===== src/hdl/ttsc_pkg.sv =====
`timescale 1ns / 1ps

package ttsc_pkg;

    localparam int WINDOW_LEN_DEF = 16;
    localparam int SAMPLE_W       = 16;
    localparam int LIMIT_W        = 16;
    localparam logic [LIMIT_W-1:0] LIMIT_RESET = 16'd256;

    typedef enum logic [1:0] {
        S_IDLE,
        S_SUM,
        S_MUL,
        S_CMP
    } t_state;

    // Commands from the controller to the datapath.
    typedef struct packed {
        logic cfg_we;   // write the stability limit
        logic load;     // store the sample, read the oldest entry
        logic sum;      // update the running sums
        logic mul;      // form the products
        logic cmp;      // compare and load the result register
    } t_cmd;

endpackage


===== src/hdl/ttsc_ctrl.sv =====
`timescale 1ns / 1ps

module ttsc_ctrl
    import ttsc_pkg::*;
(
    input  logic i_clk,
    input  logic i_rst_n,
    input  logic i_in_valid,
    output logic o_in_ready,
    input  logic i_out_ready,
    output logic o_out_valid,
    input  logic i_cfg_valid,
    output logic o_cfg_ready,
    output t_cmd o_cmd
);

    t_state r_state, n_state;
    logic   r_out_valid, n_out_valid;

    always_ff @(posedge i_clk) begin
        if (!i_rst_n) begin
            r_state     <= S_IDLE;
            r_out_valid <= 1'b0;
        end else begin
            r_state     <= n_state;
            r_out_valid <= n_out_valid;
        end
    end

    always_comb begin
        n_state     = r_state;
        o_cmd       = '0;
        o_cmd.cfg_we = i_cfg_valid;
        o_in_ready  = 1'b0;
        n_out_valid = r_out_valid && !i_out_ready;
        unique case (r_state)
            S_IDLE: begin
                o_in_ready = 1'b1;
                if (i_in_valid) begin
                    o_cmd.load = 1'b1;
                    n_state    = S_SUM;
                end
            end
            S_SUM: begin
                o_cmd.sum = 1'b1;
                n_state   = S_MUL;
            end
            S_MUL: begin
                o_cmd.mul = 1'b1;
                n_state   = S_CMP;
            end
            S_CMP: begin
                // Wait until the result register is free or being emptied.
                if (!r_out_valid || i_out_ready) begin
                    o_cmd.cmp   = 1'b1;
                    n_out_valid = 1'b1;
                    n_state     = S_IDLE;
                end
            end
            default: n_state = S_IDLE;
        endcase
    end

    assign o_out_valid = r_out_valid;
    assign o_cfg_ready = 1'b1;

endmodule


===== src/hdl/ttsc_dp.sv =====
`timescale 1ns / 1ps

module ttsc_dp
    import ttsc_pkg::*;
#(
    parameter int WINDOW_LEN = WINDOW_LEN_DEF
) (
    input  logic                       i_clk,
    input  logic                       i_rst_n,
    input  t_cmd                       i_cmd,
    input  logic signed [SAMPLE_W-1:0] i_temperature_sample,
    input  logic [LIMIT_W-1:0]         i_cfg_stability_limit,
    output logic                       o_is_stable,
    output logic                       o_became_stable
);

    localparam longint N     = WINDOW_LEN;
    localparam longint ST    = N * (N + 1) / 2;
    localparam longint D     = N * N * (N * N - 1) / 12;
    localparam int     IDX_W = $clog2(WINDOW_LEN);
    localparam int     SX_W  = SAMPLE_W + 1 + $clog2(WINDOW_LEN);
    localparam int     STX_W = SAMPLE_W + 2 + $clog2(ST);
    localparam int     NUM_W = SAMPLE_W + 4 + $clog2(WINDOW_LEN) + $clog2(ST);
    localparam int     LHS_W = NUM_W + 4;
    localparam int     RHS_W = LIMIT_W + $clog2(D + 1) + 1;
    localparam int     CMP_W = (LHS_W > RHS_W) ? LHS_W : RHS_W;

    localparam logic signed [STX_W-1:0] C_N_STX = STX_W'(N);
    localparam logic signed [NUM_W-1:0] C_N_NUM = NUM_W'(N);
    localparam logic signed [NUM_W-1:0] C_ST    = NUM_W'(ST);
    localparam logic        [RHS_W-1:0] C_D     = RHS_W'(D);

    logic signed [SAMPLE_W-1:0] r_mem [WINDOW_LEN];
    logic [WINDOW_LEN-1:0]      r_vld;
    logic [IDX_W-1:0]           r_pos;
    logic signed [SAMPLE_W-1:0] r_new;
    logic signed [SAMPLE_W-1:0] r_old;
    logic signed [SX_W-1:0]     r_sx;
    logic signed [STX_W-1:0]    r_stx;
    logic signed [NUM_W-1:0]    r_p1;
    logic signed [NUM_W-1:0]    r_p2;
    logic [RHS_W-1:0]           r_rhs;
    logic [LIMIT_W-1:0]         r_limit;
    logic                       r_stable_before;
    logic                       r_is_stable;
    logic                       r_became_stable;

    logic signed [NUM_W-1:0]    n_diff;
    logic [NUM_W-1:0]           n_mag;
    logic [CMP_W-1:0]           n_lhs;
    logic                       n_stable;

    // Window store; entries not yet written read as zero.
    always_ff @(posedge i_clk) begin
        if (i_cmd.load) begin
            r_mem[r_pos] <= i_temperature_sample;
            r_old        <= r_vld[r_pos] ? r_mem[r_pos] : '0;
            r_new        <= i_temperature_sample;
        end
    end

    always_ff @(posedge i_clk) begin
        if (!i_rst_n) begin
            r_vld           <= '0;
            r_pos           <= '0;
            r_sx            <= '0;
            r_stx           <= '0;
            r_limit         <= LIMIT_RESET;
            r_stable_before <= 1'b0;
        end else begin
            if (i_cmd.cfg_we) begin
                r_limit <= i_cfg_stability_limit;
            end
            if (i_cmd.load) begin
                r_vld[r_pos] <= 1'b1;
                r_pos <= (r_pos == IDX_W'(WINDOW_LEN - 1)) ? '0 : r_pos + 1'b1;
            end
            if (i_cmd.sum) begin
                // Every older weight drops by one and the oldest leaves the window.
                r_stx <= r_stx - STX_W'(r_sx) + C_N_STX * STX_W'(r_new);
                r_sx  <= r_sx - SX_W'(r_old) + SX_W'(r_new);
            end
            if (i_cmd.cmp) begin
                r_stable_before <= n_stable;
            end
        end
    end

    always_ff @(posedge i_clk) begin
        if (i_cmd.mul) begin
            r_p1  <= C_N_NUM * NUM_W'(r_stx);
            r_p2  <= C_ST * NUM_W'(r_sx);
            r_rhs <= RHS_W'(r_limit) * C_D;
        end
        if (i_cmd.cmp) begin
            r_is_stable     <= n_stable;
            r_became_stable <= n_stable && !r_stable_before;
        end
    end

    always_comb begin
        n_diff   = r_p1 - r_p2;
        n_mag    = n_diff[NUM_W-1] ? NUM_W'(-n_diff) : NUM_W'(n_diff);
        n_lhs    = CMP_W'({n_mag, 4'b0000});
        n_stable = n_lhs < CMP_W'(r_rhs);
    end

    assign o_is_stable     = r_is_stable;
    assign o_became_stable = r_became_stable;

endmodule


===== src/hdl/temperature_trend_stability_check_top.sv =====
`timescale 1ns / 1ps
// A result is offered once an accepted sample has passed through the read, sum,
// product and compare steps, which the controller runs in turn; a new sample is
// taken only after the last one has finished its compare step, and a result still
// waiting holds back the compare step.
// Reset (synchronous, active low) empties the window so that it reads as zeros,
// clears the sums and the stability history, and sets the limit to 256.

module temperature_trend_stability_check_top
    import ttsc_pkg::*;
#(
    parameter int WINDOW_LEN = WINDOW_LEN_DEF
) (
    input  logic                       i_clk,
    input  logic                       i_rst_n,
    // Sample requests.
    input  logic                       i_in_valid,
    output logic                       o_in_ready,
    input  logic signed [SAMPLE_W-1:0] i_temperature_sample,
    // Result requests.
    output logic                       o_out_valid,
    input  logic                       i_out_ready,
    output logic                       o_is_stable,
    output logic                       o_became_stable,
    // Configuration write requests for the stability limit.
    input  logic                       i_cfg_valid,
    output logic                       o_cfg_ready,
    input  logic [LIMIT_W-1:0]         i_cfg_stability_limit
);

    // The controller sequences each sample through the datapath; the datapath
    // keeps running sums of the window so that only the outgoing sample has to
    // be read back from the store for every new request.
    t_cmd w_cmd;

    ttsc_ctrl u_ctrl (
        .i_clk       (i_clk),
        .i_rst_n     (i_rst_n),
        .i_in_valid  (i_in_valid),
        .o_in_ready  (o_in_ready),
        .i_out_ready (i_out_ready),
        .o_out_valid (o_out_valid),
        .i_cfg_valid (i_cfg_valid),
        .o_cfg_ready (o_cfg_ready),
        .o_cmd       (w_cmd)
    );

    ttsc_dp #(
        .WINDOW_LEN (WINDOW_LEN)
    ) u_dp (
        .i_clk                 (i_clk),
        .i_rst_n               (i_rst_n),
        .i_cmd                 (w_cmd),
        .i_temperature_sample  (i_temperature_sample),
        .i_cfg_stability_limit (i_cfg_stability_limit),
        .o_is_stable           (o_is_stable),
        .o_became_stable       (o_became_stable)
    );

endmodule


===== config.mk =====
export PLATFORM = sky130hd
export DESIGN_NAME = temperature_trend_stability_check_top
export DESIGN_NICKNAME = d
export VERILOG_FILES = /design/src/hdl/ttsc_pkg.sv /design/src/hdl/ttsc_ctrl.sv /design/src/hdl/ttsc_dp.sv /design/src/hdl/temperature_trend_stability_check_top.sv
export SDC_FILE = /design/constraint.sdc
export NUM_CORES = 1
export LEC_CHECK = 0
export BUFFER_PORTS_ARGS = -buffer_cell sky130_fd_sc_hd__buf_2
export CORE_ASPECT_RATIO = 0.5
export CORE_UTILIZATION = 30
export DETAILED_ROUTE_END_ITERATION = 16
export PLACE_DENSITY = 0.42
export SYNTH_ARGS = -nofsm -noshare
export SYNTH_HDL_FRONTEND = slang
export SYNTH_HIERARCHICAL = 1
export SYNTH_SLANG_ARGS = --single-unit

===== constraint.sdc =====
create_clock -name i_clk -period 5.85 [get_ports i_clk]
set_clock_uncertainty 0.05 [all_clocks]
set_input_delay 0.585 -clock i_clk [delete_from_list [all_inputs] [get_ports i_clk]]
set_output_delay 0.585 -clock i_clk [all_outputs]
set_load 0.1 [all_outputs]

======== Word-level counts from Yosys, hierarchy flattened ========
Memories as Yosys holds them, arrays and structs flattened. A register that Yosys moved wholly into a read port is not among the register bits.
Index checks and enable logic that the tools add are counted.
cells by class
  add/sub/neg operators ................... 7
  $mul .................................... 2
  order comparisons ....................... 3
  equality and inequality tests ........... 6
  muxes and demuxes ....................... 20
  bitwise gates (word level) .............. 1
  reduce and logical (&&, ||, !) cells .... 10
operators with widths
  cell                                                                                  count
  36-bit by 29-bit < comparator with 1-bit output                                       1
  32-bit 2-to-1 mux                                                                     1
  32-bit negator                                                                        1
  30-bit by 32-bit subtractor with 32-bit output                                        1
  6-bit by 21-bit multiplier with 27-bit output (first input constant)                  1
  26-bit by 20-bit adder with 26-bit output                                             1
  26-bit by 21-bit subtractor with 26-bit output                                        1
  16-bit by 7-bit multiplier with 23-bit output (second input constant)                 1
  21-bit by 16-bit adder with 21-bit output                                             1
  21-bit by 16-bit subtractor with 21-bit output                                        1
  16-bit OR                                                                             1
  1-bit 2-to-1 mux                                                                      13
  2-bit case mux with 4 select lines                                                    1
  4-bit by 5-bit < comparator with 1-bit output (second input constant)                 1
  4-bit by 1-bit adder with 4-bit output (second input constant)                        1
  1-bit binary-select mux with 4-bit select                                             1
  1-bit demux with 4-bit select                                                         1
  2-bit equality test (second input constant)                                           2
  4-bit equality test (second input constant)                                           1
  4-bit by 1-bit greater-or-equal comparator with 1-bit output (second input constant)  1
  1-bit zero test                                                                       4
  2-bit 2-to-1 mux                                                                      2
  4-bit 2-to-1 mux                                                                      1
  1-bit logical AND                                                                     3
  other kinds (6)                                                                       6
storage, ports and cells
  register bits ........................... 183
  RAM bits ................................ 256
  input port bits ......................... 37
  output and inout port bits .............. 5
  logic and storage cells ................. 64
  memories kept ........................... 1
memories
  memory      words  bits a word  read ports  clocked after memory_dff  wr ports  RTL line       text
  u_dp.r_mem  16     16           1           1                         1         ttsc_dp.sv:33  logic signed [SAMPLE_W-1:0] r_mem [WINDOW_LEN];

======== Depth between registers and ports, before layout ========
  depth in word-level cells ............... 5
  gate-level depth with buffers ........... 23
  gate-level depth less buffers ........... 22

======== Modules after synthesis ========
The synthesis kept the hierarchy.
modules (own cells, without submodules)
  module     times used  cells an instance  area an instance (um^2)  seq. area each (um^2)
  ttsc_dp    1           2043               25529.5                  12672.2
  ttsc_ctrl  1           24                 220.2                    60.1

======== Least setup slack after synthesis ========
No wires, ideal clock.
  path kind ............................... register to register
  from .................................... register u_dp.r_limit[3]
  to ...................................... register u_dp.r_rhs[27], data pin
  library setup time ...................... 257 ps
  arrival ................................. 4351 ps
  required time ........................... 5543 ps
  path slack .............................. 1192 ps
  stages on the path, launching flop included .. 20
  period minus slack after synthesis ...... 4658 ps
  path through ............................ dfxtp_1 > ha_1 > inv_1 > fa_1 > inv_1 > ha_1 > inv_1 > fa_1 > inv_1 > ha_1 > a21boi_0 > o21ai_0 > a21boi_0 > o21ai_0 > a21oi_1 > o311a_1 > o21a_1 > o21a_1 > o41a_1 > xor2_1
on the way
  cells in the longest elaborated chain, start to end .. 1
RTL lines
  what                                           RTL line       text
  from (decl)                                    ttsc_dp.sv:43  logic [LIMIT_W-1:0] r_limit;
  from (signal assigned)                         ttsc_dp.sv:72  r_limit <= i_cfg_stability_limit;
  16-bit by 7-bit multiplier with 23-bit output  ttsc_dp.sv:93  r_rhs <= RHS_W'(r_limit) * C_D;
  to (signal assigned)                           ttsc_dp.sv:93
  to (decl)                                      ttsc_dp.sv:42  logic [RHS_W-1:0] r_rhs;
No other way between the ends.
A chain may end at the register's enable or synchronous reset.

======== Final worst setup path ========
Ends and elaborated chain as after synthesis.

==> metrics.csv <==
stage,metric,value,unit
status,status,"finished, final reports clean",
floorplanning,io_pins,42,
grt,grt.overflow.total,0,
yosys,ys_types,87,
power,internal-power,9.193,mW
yosys,ys_seq_area_frac,0.4945,
grt,grt_pass1_wl,92490,µm
floorplanning,die_w,416.3,µm
placement,pre_cts_slack,0.7502,ns
floorplanning,die_h,209.2,µm
placement,io_buffers,40,
yosys,syn_area,0.02575,mm²
yosys,postSynthAreaPerCell,12.46,µm²
timing,slew_violations,0,
setup_path,worstPathMaxFanout,4,
timing,worst_slew_pin_slew,0.9654,ns
yosys,synth_nets,2395,
hold_path,hold_path.class,in -> reg,
drt,wl,58300,µm
yosys,synth-main-ff-cell,edfxtp_1,
floorplanning,dieArea,0.08708,mm²
grt,grt-busiest-layer,met2,
yosys,synth_edf_count,366,
placement,place_congestion,0.7609,
grt,grtUsageMet3,0.02388,
grt,grt_max_degree,75,
cells_and_area,syn_to_final_growth,12.64,%
yosys,async_flop_share,0,
timing,setup_viol,0,
cts,cts_tree,done,
drt,ant_nets,0,
setup_path,cp.required,6.15,ns
cells_and_area,final_cell_mix,"366 x edfxtp_1, 325 x inv_1, 220 x ha_1",
floorplanning,std_cell_rows,75,
yosys,netlist_instances,2067,
grt,grt_usage,0.1376,
timing,min_period,4.972,ns
yosys,yosys_warnings,6,
drt,drc_errors,0,
cells_and_area,post-route-util,0.3438,
drt,dr.pass1.iters,5,
cts,cts.sinks,453,
cells_and_area,antenna_cells,0,
job,drv_cap,0,
placement,detailed_place_hpwl,40940,µm
grt,use_met2,0.2316,
timing,fmax,201.1,MHz
cells_and_area,final_common_cell,edfxtp_1,
cts,htreeDepth,2,
cts,cts_buffers,46,
timing,final.setup.worst_slack,0.8776,ns
grt,antenna_found_initial,1,
power,swShare,0.3949,
timing,tns,0,ns
power,combPwrFrac,0.503,
grt,met1_usage,0.1845,
grt,grt_pass1_vias,15950,
timing,fin_crit_sh,0.8500,
power,leakagePower,11.60,nW
power,vdd_drop_max,0.2317,mV
cells_and_area,fin_nets,2460,
floorplanning,core,0.08436,mm²
drt,initialDrtViolationCount,614,
power,switching_power,5.999,mW
timing,slew_headroom,0.3564,
yosys,ys_ff_latch,453,
setup_path,crit_path_start_kind,flop,
drt,via_per_inst,4.610,
cts,cts_setup_buffers,0,
power,power-per-cell-area,523.8,mW/mm²
cts,path_clk_slew,0.06,ns
cts,clkLatencyLatePin,0.61,ns
power,p_total,15.19,mW
power,clkPwrFrac,0.205,
setup_path,crit_type,reg -> reg,
cells_and_area,layout-drive-gt1-share,0.1245,
setup_path,arrival,5.27,ns
drt,wl_per_cell,17.75,µm
cts,hold_buffers,0,
timing,grt_setup_unrepaired,false,
floorplanning,start_util,0.3052,
setup_path,cp-end-kind,flop,
drt,vias,15150,
power,seqPwrFrac,0.292,
cts,clock_path_buffers,3,
cts,root_buffer,clkbuf_16,
cts,ctsResizeCount,0,
timing,hold_violations,0,
## final cells by class
| class | instances | area [µm²] |
|---|---|---|
| Fill cell | 8349 | 55360 |
| Sequential cell | 453 | 12740 |
| Multi-Input combinational cell | 1233 | 11590 |
| Tap cell | 1116 | 1396 |
| Clock buffer | 61 | 1374 |
| Inverter | 326 | 1224 |
| Timing Repair Buffer | 72 | 452.9 |
| Clock inverter | 24 | 229.0 |
## state kept, by name, summed over array words and instances, names as in the netlist
name / count
u_dp/r_p1: 26
u_dp/o_is_stable: 1
u_dp/r_p2: 27
u_dp/r_sx: 21
u_dp/o_became_stable: 1
u_dp/r_vld: 16
u_dp/r_limit: 16
u_dp/r_old: 16
u_dp/r_new: 16
u_dp/r_mem: 256
u_ctrl/o_out_valid: 1
u_ctrl/r_state: 2
u_dp/r_stx: 26
u_dp/r_stable_before: 1
u_dp/r_pos: 4
u_dp/r_rhs: 23
## worst max-delay path, stage by stage, from the launching register on
cell      delay (ns)
dfxtp_1         0.33
ha_1            0.30
inv_1           0.06
fa_1            0.57
inv_1           0.06
ha_1            0.34
inv_1           0.07
fa_1            0.50
inv_1           0.04
ha_1            0.30
a21boi_0        0.14
o21ai_0         0.22
a21boi_0        0.14
o21ai_0         0.24
a21oi_1         0.15
o311a_1         0.39
o21a_1          0.19
o21a_1          0.18
o41a_1          0.32
xor2_1          0.14
## cells in the mapped netlist, types with 6 or more instances
master | n | area [µm²]
edfxtp_1 | 366 | 10990
inv_1 | 326 | 1224
ha_1 | 222 | 2778
nor2_1 | 133 | 499.2
dfxtp_1 | 87 | 1742
mux4_2 | 84 | 1892
a21oi_1 | 83 | 415.4
xnor2_1 | 73 | 639.4
fa_1 | 69 | 1381
nand2_1 | 65 | 244.0
o21ai_0 | 49 | 245.2
mux2i_1 | 44 | 440.4
o21a_1 | 39 | 292.8
clkbuf_1 | 36 | 135.1
nor2b_1 | 31 | 193.9
a21o_1 | 30 | 225.2
xor2_1 | 30 | 262.8
and2_1 | 28 | 175.2
nand3_1 | 25 | 125.1
nor3_1 | 24 | 120.1
a211oi_1 | 17 | 127.6
buf_1 | 15 | 56.30
a31oi_1 | 13 | 81.33
o21bai_1 | 12 | 90.09
and3_1 | 11 | 68.82
nand4_1 | 10 | 62.56
o211ai_1 | 10 | 75.07
nand2b_1 | 8 | 50.05
or2_2 | 7 | 43.79
o31ai_1 | 6 | 45.04
or3_1 | 6 | 37.54
## stage by stage
stage	hold WS (ns)	cells	cell area, µm²
global route	0.1289	3285	29000
floorplan	0.3582	2067	25750
CTS	0.09553	3285	29000
finish	0.1501	3285	29000
detailed placement	0.3699	3200	27400
global placement	0.3666	3200	27400
## metal layers
layer	up-vias	wire length, µm
met5	-	0
met4	0	1032
met3	69	1949
met2	149	27240
met1	7393	28080
li1	7534	-
## power by group through the flow
stage	registers, mW	clock network, mW	logic [mW]
after floorplan	4.33	0	6.14
after global placement	4.54	0	7.72
after detailed placement	4.54	0	7.71
after CTS	4.48	3.24	7.77
after global routing	4.52	3.35	8.75
final	4.44	3.11	7.64
## final timing paths
kind	start	cells after the start	to	slack [ns]
worst min register to register	u_dp/r_stx[20]	0	u_dp/r_p1[24]	0.38
worst max register to register	u_dp/r_limit[3]	19	u_dp/r_rhs[27]	0.88
worst min-delay path	i_cfg_stability_limit[8]	3	u_dp/r_limit[8]	0.15
worst max-delay path	u_dp/r_limit[3]	19	u_dp/r_rhs[27]	0.88
## logic make-up after synthesis
kind of cell,after synthesis,synth area share
flops,453,0.4945
simple gates,382,0.07483
buf+inv,381,0.05602
compound gates,325,0.08610
fa+ha+maj,291,0.1615
mux,131,0.09188
xor+xnor,103,0.03503
other cells,1,0.0001456
(Power assumes the default switching activity.)
